--- src/rtl/assert_macros.svh ---
// ----------------------------------------------------------------------------
// Assertion macros
// Clocked property checks used across the glyph layout block.
// ----------------------------------------------------------------------------
`ifndef ASSERT_MACROS_SVH
`define ASSERT_MACROS_SVH

`ifndef SYNTHESIS
// Checked while reset is released.
`define TPGL_ASSERT(lbl, clk, rstn, prop) \
	lbl: assert property (@(posedge clk) disable iff (!rstn) prop) \
		else $error("glyph layout assertion failed");
// Checked at every edge, reset included.
`define TPGL_ASSERT_ALWAYS(lbl, clk, prop) \
	lbl: assert property (@(posedge clk) prop) \
		else $error("glyph layout assertion failed");
`else
`define TPGL_ASSERT(lbl, clk, rstn, prop)
`define TPGL_ASSERT_ALWAYS(lbl, clk, prop)
`endif

`endif

--- src/rtl/tpgl_pkg.sv ---
// ----------------------------------------------------------------------------
// tpgl_pkg
// Shared types and constants of the text page glyph layout block.
// ----------------------------------------------------------------------------
`timescale 1ns / 1ps

package tpgl_pkg;

	localparam int TABLE_DEPTH_DEF = 256;
	localparam int COORD_BITS_DEF  = 16;

	typedef enum logic [1:0] {
		ACT_LOAD = 2'd0,
		ACT_PAGE = 2'd1,
		ACT_TEXT = 2'd2,
		ACT_NONE = 2'd3
	} action_t;

	typedef enum logic [1:0] {
		PEND_NONE = 2'd0,
		PEND_LF   = 2'd1,
		PEND_FF   = 2'd2,
		PEND_7F   = 2'd3
	} pend_t;

	typedef enum logic [2:0] {
		REG_LEFT_START  = 3'd0,
		REG_TOP_START   = 3'd1,
		REG_LINE_HEIGHT = 3'd2,
		REG_ROWS        = 3'd3,
		REG_WRAP_LIMIT  = 3'd4,
		REG_WIDE_WIDTH  = 3'd5
	} reg_t;

	localparam logic [7:0] CH_CR      = 8'h0D;
	localparam logic [7:0] CH_LF      = 8'h0A;
	localparam logic [7:0] CH_FF      = 8'hFF;
	localparam logic [7:0] CH_FE      = 8'hFE;
	localparam logic [7:0] CH_WIDE    = 8'h7F;
	localparam logic [7:0] IDX_LONEFF = 8'h3F;

	localparam logic [11:0] RST_LEFT_START  = 12'd0;
	localparam logic [11:0] RST_TOP_START   = 12'd0;
	localparam logic [7:0]  RST_LINE_HEIGHT = 8'd16;
	localparam logic [7:0]  RST_ROWS        = 8'd16;
	localparam logic [11:0] RST_WRAP_LIMIT  = 12'd240;
	localparam logic [7:0]  RST_WIDE_WIDTH  = 8'd16;

	typedef struct packed {
		logic [11:0] left_start;
		logic [11:0] top_start;
		logic [7:0]  line_height;
		logic [7:0]  rows_per_page;
		logic [11:0] wrap_limit;
		logic [7:0]  wide_char_width;
	} cfg_t;

	typedef struct packed {
		logic        kind;
		logic [15:0] glyph_code;
		logic [11:0] pen_x;
		logic [15:0] pen_y;
		logic        last;
	} result_t;

endpackage

--- src/rtl/tpgl_wmem.sv ---
// ----------------------------------------------------------------------------
// tpgl_wmem
// Glyph width memory with a registered read port and a copy of the lone
// 0xFF width entry.
// ----------------------------------------------------------------------------
`timescale 1ns / 1ps

module tpgl_wmem #(
	parameter int DEPTH = tpgl_pkg::TABLE_DEPTH_DEF
) (
	input  logic                     clk,
	input  logic                     we,
	input  logic                     re,
	input  logic [$clog2(DEPTH)-1:0] addr,
	input  logic [7:0]               wdata,
	output logic [7:0]               rdata,
	output logic [7:0]               lone_ff_width
);
	import tpgl_pkg::*;

	localparam int AW = $clog2(DEPTH);

	logic [7:0] mem [DEPTH];
	logic [7:0] rdata_q;
	logic [7:0] lone_q;

	always_ff @(posedge clk) begin
		if (we) begin
			mem[addr] <= wdata;
		end
		if (re) begin
			rdata_q <= mem[addr];
		end
	end

	// The lone 0xFF width is needed in the same cycle as another table read.
	always_ff @(posedge clk) begin
		if (we && addr == AW'(IDX_LONEFF)) begin
			lone_q <= wdata;
		end
	end

	assign rdata         = rdata_q;
	assign lone_ff_width = lone_q;

endmodule

--- src/rtl/tpgl_exec.sv ---
// ----------------------------------------------------------------------------
// tpgl_exec
// Layout engine: pen, row and escape state, one result per cycle while the result queue has room.
// ----------------------------------------------------------------------------
`timescale 1ns / 1ps
`include "assert_macros.svh"

module tpgl_exec #(
	parameter int COORD_BITS = tpgl_pkg::COORD_BITS_DEF
) (
	input  logic               clk,
	input  logic               arst_n,
	input  logic               in_valid,
	input  tpgl_pkg::action_t  in_action,
	input  logic [7:0]         in_byte,
	output logic               in_ready,
	input  logic [7:0]         rd_width,
	input  logic [7:0]         lone_ff_width,
	input  tpgl_pkg::cfg_t     cfg,
	input  logic               room,
	output logic               push,
	output tpgl_pkg::result_t  res
);
	import tpgl_pkg::*;

	localparam int SUM_W = ((COORD_BITS > 12) ? COORD_BITS : 12) + 1;
	localparam logic [SUM_W-1:0] COORD_MAX = SUM_W'((1 << COORD_BITS) - 1);

	function automatic logic [COORD_BITS-1:0] sat(input logic [SUM_W-1:0] v);
		return (v > COORD_MAX) ? COORD_BITS'(COORD_MAX) : COORD_BITS'(v);
	endfunction

	logic                  valid_s1;
	action_t               action_s1;
	logic [7:0]            byte_s1;
	logic                  phase_q;
	logic [COORD_BITS-1:0] cx_q, cy_q;
	logic [7:0]            rows_q;
	pend_t                 pend_q;
	logic                  over_q;

	logic [COORD_BITS-1:0] cx_d, cy_d;
	logic [7:0]            rows_d;
	pend_t                 pend_d;
	logic                  over_d;

	pend_t                 p_eff;
	logic                  is_crlf, is_lf, is_ff, is_fe, is_7f;
	logic [15:0]           place_code;
	logic [7:0]            place_w;
	logic [SUM_W-1:0]      sum;
	logic                  wrap;
	logic [7:0]            rows_inc, rows_after, rows_after_inc;
	logic                  full, second_emits;
	logic [COORD_BITS-1:0] nl_x, nl_y, nl_adv, adv;
	logic                  path_byte, path_place, path_end;
	logic                  emit, go_p1, fire, done;

	// Second phase of a lone 0xFF: the following byte is taken as fresh text.
	assign p_eff   = phase_q ? PEND_NONE : pend_q;
	assign is_lf   = (byte_s1 == CH_LF);
	assign is_crlf = (byte_s1 == CH_CR) || is_lf;
	assign is_ff   = (byte_s1 == CH_FF);
	assign is_fe   = (byte_s1 == CH_FE);
	assign is_7f   = (byte_s1 == CH_WIDE);

	always_comb begin
		case (p_eff)
			PEND_FF: begin
				place_code = {8'h00, CH_FF};
				place_w    = lone_ff_width;
			end
			PEND_7F: begin
				place_code = {CH_WIDE, byte_s1};
				place_w    = cfg.wide_char_width;
			end
			default: begin
				place_code = {8'h00, byte_s1};
				place_w    = rd_width;
			end
		endcase
	end

	assign sum      = SUM_W'(cx_q) + SUM_W'(place_w);
	assign wrap     = sum > SUM_W'(cfg.wrap_limit);
	assign rows_inc = rows_q + 8'd1;
	assign full     = rows_inc >= cfg.rows_per_page;
	assign nl_x     = sat(SUM_W'(cfg.left_start));
	assign nl_y     = sat(SUM_W'(cy_q) + SUM_W'(cfg.line_height));
	assign nl_adv   = sat(SUM_W'(nl_x) + SUM_W'(place_w));
	assign adv      = sat(sum);

	// Tells whether the byte behind a lone 0xFF will itself give a result.
	assign rows_after     = wrap ? rows_inc : rows_q;
	assign rows_after_inc = rows_after + 8'd1;
	assign second_emits   = !(is_crlf || is_ff || is_7f) ||
	                        (is_crlf && rows_after_inc >= cfg.rows_per_page);

	always_comb begin
		cx_d       = cx_q;
		cy_d       = cy_q;
		rows_d     = rows_q;
		pend_d     = pend_q;
		over_d     = over_q;
		emit       = 1'b0;
		go_p1      = 1'b0;
		path_byte  = 1'b0;
		path_place = 1'b0;
		path_end   = 1'b0;
		res        = '0;
		res.last   = 1'b1;
		if (valid_s1 && action_s1 == ACT_PAGE) begin
			cx_d   = nl_x;
			cy_d   = sat(SUM_W'(cfg.top_start));
			rows_d = '0;
			pend_d = PEND_NONE;
			over_d = 1'b0;
			if (cfg.rows_per_page == 8'd0) begin
				path_end = 1'b1;
			end
		end else if (valid_s1 && action_s1 == ACT_TEXT && !over_q) begin
			pend_d = PEND_NONE;
			unique case (p_eff)
				PEND_LF: path_byte = !is_lf;
				PEND_FF: begin
					if (is_fe) begin
						path_end = 1'b1;
					end else begin
						path_place = 1'b1;
					end
				end
				PEND_7F: path_place = 1'b1;
				default: path_byte = 1'b1;
			endcase
			if (path_byte) begin
				if (is_crlf) begin
					rows_d = rows_inc;
					if (full) begin
						path_end = 1'b1;
					end else begin
						cx_d   = nl_x;
						cy_d   = nl_y;
						pend_d = PEND_LF;
					end
				end else if (is_ff) begin
					pend_d = PEND_FF;
				end else if (is_7f) begin
					pend_d = PEND_7F;
				end else begin
					path_place = 1'b1;
				end
			end
			if (path_place) begin
				res.glyph_code = place_code;
				if (wrap) begin
					rows_d = rows_inc;
					if (full) begin
						path_end = 1'b1;
					end else begin
						emit      = 1'b1;
						res.pen_x = 12'(nl_x);
						res.pen_y = 16'(nl_y);
						cx_d      = nl_adv;
						cy_d      = nl_y;
					end
				end else begin
					emit      = 1'b1;
					res.pen_x = 12'(cx_q);
					res.pen_y = 16'(cy_q);
					cx_d      = adv;
				end
				if (p_eff == PEND_FF && !path_end) begin
					go_p1    = 1'b1;
					res.last = !second_emits;
				end
			end
		end
		if (path_end) begin
			over_d = 1'b1;
			pend_d = PEND_NONE;
			emit   = 1'b1;
			res    = '0;
			res.kind = 1'b1;
			res.last = 1'b1;
		end
	end

	assign fire     = valid_s1 && room;
	assign done     = fire && !go_p1;
	assign push     = fire && emit;
	assign in_ready = !valid_s1 || done;

	always_ff @(posedge clk or negedge arst_n) begin
		if (!arst_n) begin
			valid_s1 <= 1'b0;
			phase_q  <= 1'b0;
			cx_q     <= '0;
			cy_q     <= '0;
			rows_q   <= '0;
			pend_q   <= PEND_NONE;
			over_q   <= 1'b1;
		end else begin
			if (in_ready) begin
				valid_s1 <= in_valid;
			end
			if (fire) begin
				phase_q <= go_p1;
				cx_q    <= cx_d;
				cy_q    <= cy_d;
				rows_q  <= rows_d;
				pend_q  <= pend_d;
				over_q  <= over_d;
			end
		end
	end

	always_ff @(posedge clk) begin
		if (in_valid && in_ready) begin
			action_s1 <= in_action;
			byte_s1   <= in_byte;
		end
	end

	// The second phase only exists for a text byte that follows a lone 0xFF.
	`TPGL_ASSERT(a_phase_has_item, clk, arst_n,
		phase_q |-> (valid_s1 && action_s1 == ACT_TEXT && !over_q && pend_q == PEND_NONE))
	// Nothing is pushed into a full result queue.
	`TPGL_ASSERT(a_push_needs_room, clk, arst_n, push |-> room)

endmodule

--- src/rtl/tpgl_oq.sv ---
// ----------------------------------------------------------------------------
// tpgl_oq
// Two-entry result queue that decouples the layout engine from the receiver.
// ----------------------------------------------------------------------------
`timescale 1ns / 1ps
`include "assert_macros.svh"

module tpgl_oq (
	input  logic              clk,
	input  logic              arst_n,
	input  logic              push,
	input  tpgl_pkg::result_t push_data,
	output logic              room,
	output logic              out_valid,
	input  logic              out_ready,
	output tpgl_pkg::result_t out_data
);
	import tpgl_pkg::*;

	result_t    slot_q [2];
	logic       wr_ptr_q, rd_ptr_q;
	logic [1:0] count_q;
	logic       pop;

	assign out_valid = (count_q != 2'd0);
	assign room      = (count_q != 2'd2);
	assign pop       = out_valid && out_ready;
	assign out_data  = slot_q[rd_ptr_q];

	always_ff @(posedge clk) begin
		if (push) begin
			slot_q[wr_ptr_q] <= push_data;
		end
	end

	always_ff @(posedge clk or negedge arst_n) begin
		if (!arst_n) begin
			wr_ptr_q <= 1'b0;
			rd_ptr_q <= 1'b0;
			count_q  <= 2'd0;
		end else begin
			if (push) begin
				wr_ptr_q <= !wr_ptr_q;
			end
			if (pop) begin
				rd_ptr_q <= !rd_ptr_q;
			end
			if (push && !pop) begin
				count_q <= count_q + 2'd1;
			end else if (pop && !push) begin
				count_q <= count_q - 2'd1;
			end
		end
	end

	// The count is only meaningful once reset has been seen.
	`TPGL_ASSERT_ALWAYS(a_count_bound, clk, !arst_n || count_q != 2'd3)
	`TPGL_ASSERT(a_no_overflow, clk, arst_n, push |-> (count_q != 2'd2))

endmodule

--- src/rtl/text_page_glyph_layout.sv ---
// ----------------------------------------------------------------------------
// text_page_glyph_layout
// Turns a stream of text bytes into glyph placements and page-end markers.
// ----------------------------------------------------------------------------
// Input items arrive on the s_axis channel: tuser carries the action (load a
// width table entry, start a page, or a text byte), tdata the byte and width.
// Results leave on m_axis: tuser is the kind (glyph or page complete), tlast
// marks the final result of one input item. Registers are written through the
// cfg channel, which is always ready; write them only while the block is idle.
// An accepted item is registered into the engine stage, and its results pass
// through the result queue to m_axis. The block takes one item per cycle
// while the result queue has room; a text byte that follows a lone 0xFF is
// held for a second phase, because the engine places both glyphs in turn and
// produces one result per cycle; the width memory has one read port.
// Reset clears the pen, the row count and the escape state and leaves the
// block with the page closed: text is ignored until a page start. The width
// memory is not cleared; the user must load entries before they are read;
// the block does not enforce it. A receiver stall fills the two-entry result
// queue, which holds the engine and so drops s_axis_tready; nothing is lost.
// ----------------------------------------------------------------------------
`timescale 1ns / 1ps

module text_page_glyph_layout #(
	parameter int TABLE_DEPTH = tpgl_pkg::TABLE_DEPTH_DEF,
	parameter int COORD_BITS  = tpgl_pkg::COORD_BITS_DEF
) (
	input  logic        clk,
	input  logic        arst_n,
	// Input stream.
	input  logic        s_axis_tvalid,
	output logic        s_axis_tready,
	input  logic [15:0] s_axis_tdata,   // text_byte[7:0], width_value[15:8]
	input  logic [1:0]  s_axis_tuser,   // action[1:0]
	// Result stream.
	output logic        m_axis_tvalid,
	input  logic        m_axis_tready,
	output logic [47:0] m_axis_tdata,   // glyph_code[15:0], pen_x[27:16],
	                                    // pen_y[43:28], zero fill[47:44]
	output logic        m_axis_tuser,   // kind
	output logic        m_axis_tlast,
	// Register writes.
	input  logic        cfg_valid,
	output logic        cfg_ready,
	input  logic [2:0]  cfg_index,
	input  logic [11:0] cfg_data
);
	import tpgl_pkg::*;

	localparam int AW = $clog2(TABLE_DEPTH);

	cfg_t     cfg_q;
	action_t  in_action;
	logic     in_ready;
	logic     accept;
	logic [7:0] rd_width, lone_ff_width;
	logic     room, push;
	result_t  push_data, out_data;

	assign in_action     = action_t'(s_axis_tuser);
	assign s_axis_tready = in_ready;
	assign accept        = s_axis_tvalid && in_ready;

	// Register file. Writes are accepted every cycle; an unknown index is
	// accepted and dropped.
	assign cfg_ready = 1'b1;

	always_ff @(posedge clk or negedge arst_n) begin
		if (!arst_n) begin
			cfg_q.left_start      <= RST_LEFT_START;
			cfg_q.top_start       <= RST_TOP_START;
			cfg_q.line_height     <= RST_LINE_HEIGHT;
			cfg_q.rows_per_page   <= RST_ROWS;
			cfg_q.wrap_limit      <= RST_WRAP_LIMIT;
			cfg_q.wide_char_width <= RST_WIDE_WIDTH;
		end else if (cfg_valid && cfg_ready) begin
			unique case (reg_t'(cfg_index))
				REG_LEFT_START:  cfg_q.left_start      <= cfg_data;
				REG_TOP_START:   cfg_q.top_start       <= cfg_data;
				REG_LINE_HEIGHT: cfg_q.line_height     <= cfg_data[7:0];
				REG_ROWS:        cfg_q.rows_per_page   <= cfg_data[7:0];
				REG_WRAP_LIMIT:  cfg_q.wrap_limit      <= cfg_data;
				REG_WIDE_WIDTH:  cfg_q.wide_char_width <= cfg_data[7:0];
				default: ;
			endcase
		end
	end

	// Table loads write at acceptance, so a text byte accepted in the next
	// cycle already reads the new width. Every accepted item launches a read;
	// its data waits in the memory's output register while the item is in
	// the engine, since no new item is accepted until the engine moves on.
	tpgl_wmem #(
		.DEPTH(TABLE_DEPTH)
	) u_wmem (
		.clk          (clk),
		.we           (accept && in_action == ACT_LOAD),
		.re           (accept),
		.addr         (AW'(s_axis_tdata[7:0])),
		.wdata        (s_axis_tdata[15:8]),
		.rdata        (rd_width),
		.lone_ff_width(lone_ff_width)
	);

	tpgl_exec #(
		.COORD_BITS(COORD_BITS)
	) u_exec (
		.clk          (clk),
		.arst_n       (arst_n),
		.in_valid     (s_axis_tvalid),
		.in_action    (in_action),
		.in_byte      (s_axis_tdata[7:0]),
		.in_ready     (in_ready),
		.rd_width     (rd_width),
		.lone_ff_width(lone_ff_width),
		.cfg          (cfg_q),
		.room         (room),
		.push         (push),
		.res          (push_data)
	);

	tpgl_oq u_oq (
		.clk      (clk),
		.arst_n   (arst_n),
		.push     (push),
		.push_data(push_data),
		.room     (room),
		.out_valid(m_axis_tvalid),
		.out_ready(m_axis_tready),
		.out_data (out_data)
	);

	assign m_axis_tdata = {4'b0000, out_data.pen_y, out_data.pen_x, out_data.glyph_code};
	assign m_axis_tuser = out_data.kind;
	assign m_axis_tlast = out_data.last;

endmodule

--- config.mk ---
export PLATFORM = sky130hd
export DESIGN_NAME = text_page_glyph_layout
export DESIGN_NICKNAME = d
export VERILOG_FILES = /design/src/rtl/tpgl_pkg.sv /design/src/rtl/tpgl_wmem.sv /design/src/rtl/tpgl_exec.sv /design/src/rtl/tpgl_oq.sv /design/src/rtl/text_page_glyph_layout.sv
export VERILOG_INCLUDE_DIRS = /design/src /design/src/rtl
export SDC_FILE = /design/constraint.sdc
export NUM_CORES = 2
export LEC_CHECK = 0
export BUFFER_PORTS_ARGS = -buffer_cell sky130_fd_sc_hd__buf_4
export CELL_PAD_IN_SITES_DETAIL_PLACEMENT = 0
export CELL_PAD_IN_SITES_GLOBAL_PLACEMENT = 1
export CORE_ASPECT_RATIO = 0.75
export CORE_MARGIN = 2
export CORE_UTILIZATION = 56
export CTS_CLUSTER_SIZE = 12
export DETAILED_ROUTE_END_ITERATION = 7
export HOLD_SLACK_MARGIN = 0.1
export PLACE_DENSITY = 0.8
export SLEW_MARGIN = 20
export SYNTH_ARGS = -nofsm -noshare
export SYNTH_HDL_FRONTEND = slang
export SYNTH_SLANG_ARGS = --single-unit
--- constraint.sdc ---
create_clock -name clk -period 8.5 [get_ports clk]
set_clock_uncertainty 0.1 [all_clocks]
set_input_delay 0.85 -clock clk [delete_from_list [all_inputs] [get_ports clk]]
set_output_delay 0.85 -clock clk [all_outputs]
set_load 0.005 [all_outputs]
Word-level counts from Yosys, hierarchy flattened
Memory sizes are Yosys's and may differ from the RTL's. A register that Yosys moved wholly into a read port is not among the register bits.
Index checks and enable logic that the tools add are counted.
Operators by class
  add/sub/neg operators: 7
  $mul: 0
  divide/modulo/power cells: 0
  order comparisons: 6
  equal/unequal tests: 17
  shift-type cells: 0
  mux-type cells: 87
  bitwise operators: 0
  reduce and logical (&&, ||, !) cells: 48
Operators by type and width (number)
  $mux W16: 19
  $mux W45: 2
  $mux W28: 2
  $mux W8: 7
  $gt A17 B16 Y1 const B: 3
  $mux W46: 1
  $mux W44: 1
  $mux W1: 41
  $add A16 B8 Y17: 2
  $pmux W15 S2: 1
  $mux W2: 10
  $reduce_and A2 Y1: 9
  $gt A17 B12 Y1: 1
  $add A8 B1 Y8 const B: 2
  $eq A8 B4 Y1 const B: 2
  $eq A8 B8 Y1 const B: 2
  $ge A8 B8 Y1: 2
  $pmux W8 S2: 1
  $logic_and A1 B1 Y1: 14
  $add A12 B8 Y13: 1
  $logic_not A1 Y1: 11
  $eq A8 B6 Y1 const B: 1
  $eq A8 B7 Y1 const B: 1
  $logic_not A8 Y1: 1
  other kinds (15): 28
Word-level totals
  bits in registers: 127
  latch bits: 0
  bits in writable memories: 2140
  memory bits (read-only): 0
  input bits: 38
  output and inout port bits: 53
  word-level logic and storage cells: 186
  memories kept: 2
Memories
  u_wmem.mem: depth 256, bits a word 8, read ports 1, clocked after Yosys merged registers in 1, write ports 1, RTL line tpgl_wmem.sv:23  | logic [7:0] mem [DEPTH];
  u_oq.slot_q: depth 2, bits a word 46, read ports 1, clocked after Yosys merged registers in 0, write ports 1, RTL line tpgl_oq.sv:20  | result_t slot_q [2];

Logic depth before layout (Yosys ltp)
  depth in word-level cells: 25
  gate-level depth with buffers: 36
  depth with buffers taken out: 31

Hierarchy
A second synthesis with hierarchy kept.
Unflattened totals
  cells, all modules: 4647
  area total of the unflattened synthesis: 90868.4 µm²
By module, submodules not included
  tpgl_wmem: instances 1, cells each 3547, area each 78561.6 µm², seq. area each 61739.2 µm²
  tpgl_exec: instances 1, cells each 802, area each 6248.5 µm², seq. area each 1427.6 µm²
  tpgl_oq: instances 1, cells each 159, area each 3632.2 µm², seq. area each 2862.7 µm²
  text_page_glyph_layout: instances 1, cells each 139, area each 2426.1 µm², seq. area each 1510.2 µm²

Worst setup path after synthesis
Ideal clock, no wire load.
  path kind: register to register
  from: register u_exec.phase_q
  to: memory u_oq.slot_q[0][0] (netlist name), data pin
  setup time: 265 ps
  data arrival time: 6564 ps
  data required time: 8135 ps
  slack: 1571 ps
  stages on the path, launching flop included: 35
  path buffers: 5
  period minus slack after synthesis: 6929 ps
  path through: dfrtp_1 nand2b_1 clkbuf_1 clkbuf_1 nand2_1 o21ai_0 ha_1 inv_1 fa_1 nor2b_1 o31a_1 o21ai_0 nor2_1 xor2_1 ha_1 a21o_1 a21oi_1 o21ai_0 o31ai_1 or3b_1 buf_2 nor2_1 clkbuf_1 buf_1 xnor2_1 ha_1 and3_1 a211oi_1 xnor2_1 ha_1 a21o_1 a21oi_1 nor2b_1 o21ai_0 a311o_1
RTL lines
  start: declaration: RTL line tpgl_exec.sv:36  | logic phase_q;
  start signal: assignment: RTL line tpgl_exec.sv:207  | phase_q <= go_p1;
  end: declaration: RTL line tpgl_oq.sv:20

Worst setup path in the final report
  from: register u_exec.phase_q
  to: output s_axis_tready
On the way
  longest elaborated chain between the ends: 21
  elaborated cells between the ends (all ways): 36
  those cells by class: 1 x add/sub; 1 x order compare; 3 x eq/ne; 25 x mux; 6 x reduce/logical
Ends and longest elaborated chain
  $mux W2 *: RTL line tpgl_exec.sv:60  | assign p_eff = phase_q ? PEND_NONE : pend_q;
  branches (longest 14 deep; another with $add A16 B8 Y17)
  $mux W1 *: RTL line tpgl_exec.sv:153  | if (path_place) begin
  $mux W1 *: RTL line tpgl_exec.sv:121  | end else if (valid_s1 && action_s1 == ACT_TEXT && !over_q) begin
  $mux W1 *: RTL line tpgl_exec.sv:112  | if (valid_s1 && action_s1 == ACT_PAGE) begin
  $logic_not A1 Y1 *: RTL line tpgl_exec.sv:189  | assign done = fire && !go_p1;
  $logic_and A1 B1 Y1 *: RTL line tpgl_exec.sv:189
  $logic_or A1 B1 Y1 *: RTL line tpgl_exec.sv:191  | assign in_ready = !valid_s1 || done;
  end: declaration: RTL line text_page_glyph_layout.sv:31  | output logic s_axis_tready,
Mark *: on every way between the ends. The select of a mux whose other input is x is not followed.

==> run_results.csv <==
group,metric,value,unit
clock_network,cts_made_buffers,211,
global_route,grt_pass1_wl,318,mm
synth,yosysSeqAreaShare,74.3,%
clock_network,cts_tree,"done",
global_route,antenna_found_initial,9,
routing,first_pass_iters,6,
clock_network,cts.clk_slew.worst_paths,0.06,ns
placed_design,place_hpwl,133,mm
worst_setup_path,cpMostUsedCell,"o21ai_0",
synth,yosysWarnings,0,
power,swShare,25.0,%
timing,rsz0062_at_grt,"no",
routing,route.detailed.wl_per_inst,32.8,um
die,rows,127,
flow_run,maxCapViolations,0,
worst_setup_path,crit_path_start_kind,"flip-flop",
timing,setup_viol,0,
timing,hold_violations,0,
die,core_area,160000,um^2
worst_setup_path,slowest_stage,"or3b_1",
hold_path,hold_path_class,"in -> reg",
power,power_frac_comb,13.2,%
placed_design,post-place-ws,1.13,ns
routing,dr_wl_met3,24.7,mm
clock_network,root_buffer,"clkbuf_16",
clock_network,cts.sinks,2253,
worst_setup_path,cp_max_fo,20,
worst_setup_path,crit_chain,"nand2b_1 -> o21ai_0 -> inv_1 -> fa_1 -> nor2b_1 -> o31a_1 -> o21ai_0 -> nor2_1 -> xor2_1 -> ha_1 -> a21o_1 -> a21oi_1 -> o21ai_0 -> o31ai_1 -> or3b_1 -> o21ai_4 -> a41oi_4 -> buf_4 -> nand2b_1 -> buf_4",
timing,worst_pin_slew,1.22,ns
power,powerDensity,244,nW/um^2
clock_network,clkLatencyLatePin,0.87,ns
routing,topRoutingLayerUsed,"met5",
synth,synth_top_area_cell,"edfxtp_1",
routing,wl_met1,90.6,mm
finish,final_nets,4637,
hold_path,hp-start,"cfg_data[11]",
worst_setup_path,cp.required,7.55,ns
run_status,status,"finished, final reports clean",
worst_setup_path,cp_data_arrival_time,6.88,ns
routing,drt_iter0_drc,7066,
die,die_w,468,um
synth,synth_cell_types,77,
placed_design,gp_congestion,0.891,
die,die_area,165000,um^2
finish,multiInputGateArea,22200,um^2
finish,utilization,62.2,%
routing,drt-total-wl,221,mm
global_route,overflow,0,
timing,slew_violations,0,
synth,avgSynthCellArea,20.5,um^2
timing,period_minus_slack,7.83,ns
clock_network,clock_path_buffers,3,
synth,async_reset_ff_share,4.84,%
synth,synth_top_flop_cell,"edfxtp_1",
die,start_util,56.4,%
worst_setup_path,cp-startpoint,"u_exec.phase_q",
synth,synth_edf_count,2144,
worst_setup_path,max_stage_delay,0.62,ns
die,chipHeight,352,um
finish,fill_cells,10800,
finish,drive_gt1_share,26.1,%
routing,met2_length,100,mm
timing,layout_setup_ws,0.671,ns
power,p_leak,31.3,nW
synth,ys_top_cells_by_area,"edfxtp_1 (71%), mux4_2 (16%), dfrtp_1 (2.8%)",
synth,synth_top_area_share,71.3,%
worst_setup_path,cp-end-kind,"output port",
clock_network,h-tree-depth,4,
die,io_pins,91,
power,switchingPower,6.07,mW
global_route,grt_use_total,27.2,%
placed_design,io_buffers,84,
power,intPower,18.2,mW
routing,ant_nets,0,
global_route,grt_pass1_vias,44500,
power,clockPowerShare,34.8,%
timing,slew_headroom,18.4,%
synth,syn_inst,4398,
synth,synth-seq-cells,2253,
power,peakVddDrop,0.000327,V
synth,netlist_area,90300,um^2
global_route,grt_start_max_net_pins,112,
routing,via_per_inst,6.75,
finish,ff_latch_area,67100,um^2
timing,tns,0,ns
power,seqPwrFrac,52.0,%
timing,clock.fmax,0.128,GHz
routing,drc_errors,0,
finish,area_delta_synth_final,10.2,%
timing,fin_crit_sh,92.1,%
worst_setup_path,r2r_start,"u_exec.phase_q",
worst_setup_path,worstSetupPathType,"reg -> out",
routing,vias,45500,
## repair_timing
item	4_1_cts	5_1_grt
resized for setup	0	0
hold endpoints to repair	65	0
setup buffers	0	0
hold buffers	7	0
## worst max-delay path, delay by kind of cell (launching register included)
family,cells,cell delay [ns]
simple gates,5,1.69
flops,1,0.40
compound gates,9,2.32
xor+xnor,1,0.23
buf+inv,3,0.68
fa+ha+maj,2,0.70
## per-layer routing
metal	vias to the layer above	global-route usage [%]
met4	2	7.07
met5	-	0
met2	2659	39.7
met3	357	7.08
met1	24100	41.6
li1	18400	-
## path summary, 6_finish.rpt
| check | to | slack (ns) | cells past startpoint |
|---|---|---|---|
| max | s_axis_tready | 0.67 | 20 |
| min | cfg_q[19] | 0.15 | 3 |
| max reg2reg | u_oq.slot_q[1][0] | 0.95 | 28 |
| min reg2reg | u_oq.count_q[1] | 0.39 | 1 |
| max in group asynchronous | u_oq.rd_ptr_q | 6.48 | 3 |
| min in group asynchronous | cfg_q[11] | 0.54 | 2 |
## metrics by stage
step / cells / hold WS [ns] / cell area, um^2 / total power [mW]
finish: 6747 / 0.150 / 99500 / 24.2
global route: 6746 / 0.126 / 99500 / 25.0
CTS: 6744 / 0.107 / 99500 / 24.3
detailed placement: 6449 / 0.380 / 93600 / 15.9
global placement: 6449 / 0.373 / 93600 / 15.9
floorplan: 4402 / 0.355 / 90300 / 14.7
## synthesized netlist by cell type (7+ instances only)
library cell / number
nand2b_1: 13
o211ai_2: 15
o21ai_0: 72
a22o_1: 10
nor2_1: 360
nor2b_1: 17
xor2_1: 13
o211ai_1: 7
o31ai_1: 7
dfstp_2: 8
ha_1: 55
dfrtp_1: 101
inv_1: 36
nand4_1: 18
a2bb2oi_1: 9
a21o_1: 15
edfxtp_1: 2144
clkbuf_1: 148
and2_1: 10
mux4_2: 640
nand2_1: 114
a211oi_1: 7
xnor2_1: 34
buf_2: 25
a21oi_1: 67
a31oi_1: 15
mux2_2: 90
buf_1: 63
nor3_1: 29
o221a_2: 8
buf_4: 13
or3_1: 11
nand3_1: 61
mux2i_1: 10
and3_1: 11
a22oi_1: 49
## power by group through the flow
stage / sequential [mW] / combinational [mW] / clock, mW
final: 12.6 / 3.20 / 8.44
after global routing: 12.6 / 3.43 / 8.96
after CTS: 12.6 / 3.16 / 8.54
after detailed placement: 12.8 / 3.14 / 0
after global placement: 12.8 / 3.11 / 0
after floorplan: 12.7 / 2.05 / 0
## layout by cell type, fill, tap and decap left out, types with 15 or more instances in the layout
cell type  netlist  routed
a21o_1          15      15
a21oi_1         67      67
a22oi_1         49      49
a31oi_1         15      15
buf_4           13     144
clkbuf_1       148      48
clkbuf_16        0     213
dfrtp_1        101     100
edfxtp_1      2144    2144
ha_1            55      55
inv_1           36      36
mux2_2          90      90
mux4_2         640     640
nand2_1        114     108
nand3_1         61      55
nand4_1         18      18
nor2_1         360     359
nor2b_1         17      16
nor3_1          29      23
o211ai_2        15      15
o21ai_0         72      72
xnor2_1         34      34
## final cells by class
| type | count | share of cell area [%] |
|---|---|---|
| antenna | 3 | 0.00755 |
| clock buffer | 264 | 5.58 |
| clock inverter | 24 | 0.291 |
| inverter | 37 | 0.140 |
| multi-input combinational | 1863 | 22.3 |
| sequential | 2253 | 67.5 |
| tap | 2128 | 2.68 |
| timing repair buffer | 175 | 1.56 |
## registers in the layout, summed over array words and instances (netlist names), 7 cells and up
register,flops
u_exec.cy_q,16
u_wmem.lone_ff_width,7
u_exec.byte_s1,8
u_wmem.rdata,8
u_wmem.mem,2041
cfg_q,60
u_oq.slot_q,78
u_exec.cx_q,16
u_exec.rows_q,8
## cells by family after synthesis
logic type                 count (synthesis)  synth area share [%]
muxes                                    740                  17.2
and+or+nand+nor                          676                  3.30
other                                      2               0.00832
xor gates and xnor gates                  47                 0.456
DFF                                     2253                  74.3
buffers and inverters                    286                  1.28
adders and majority gates                 58                 0.829
AOI/OAI and AO/OA                        336                  2.61
Note: power is estimated with default switching activity, not from simulation.
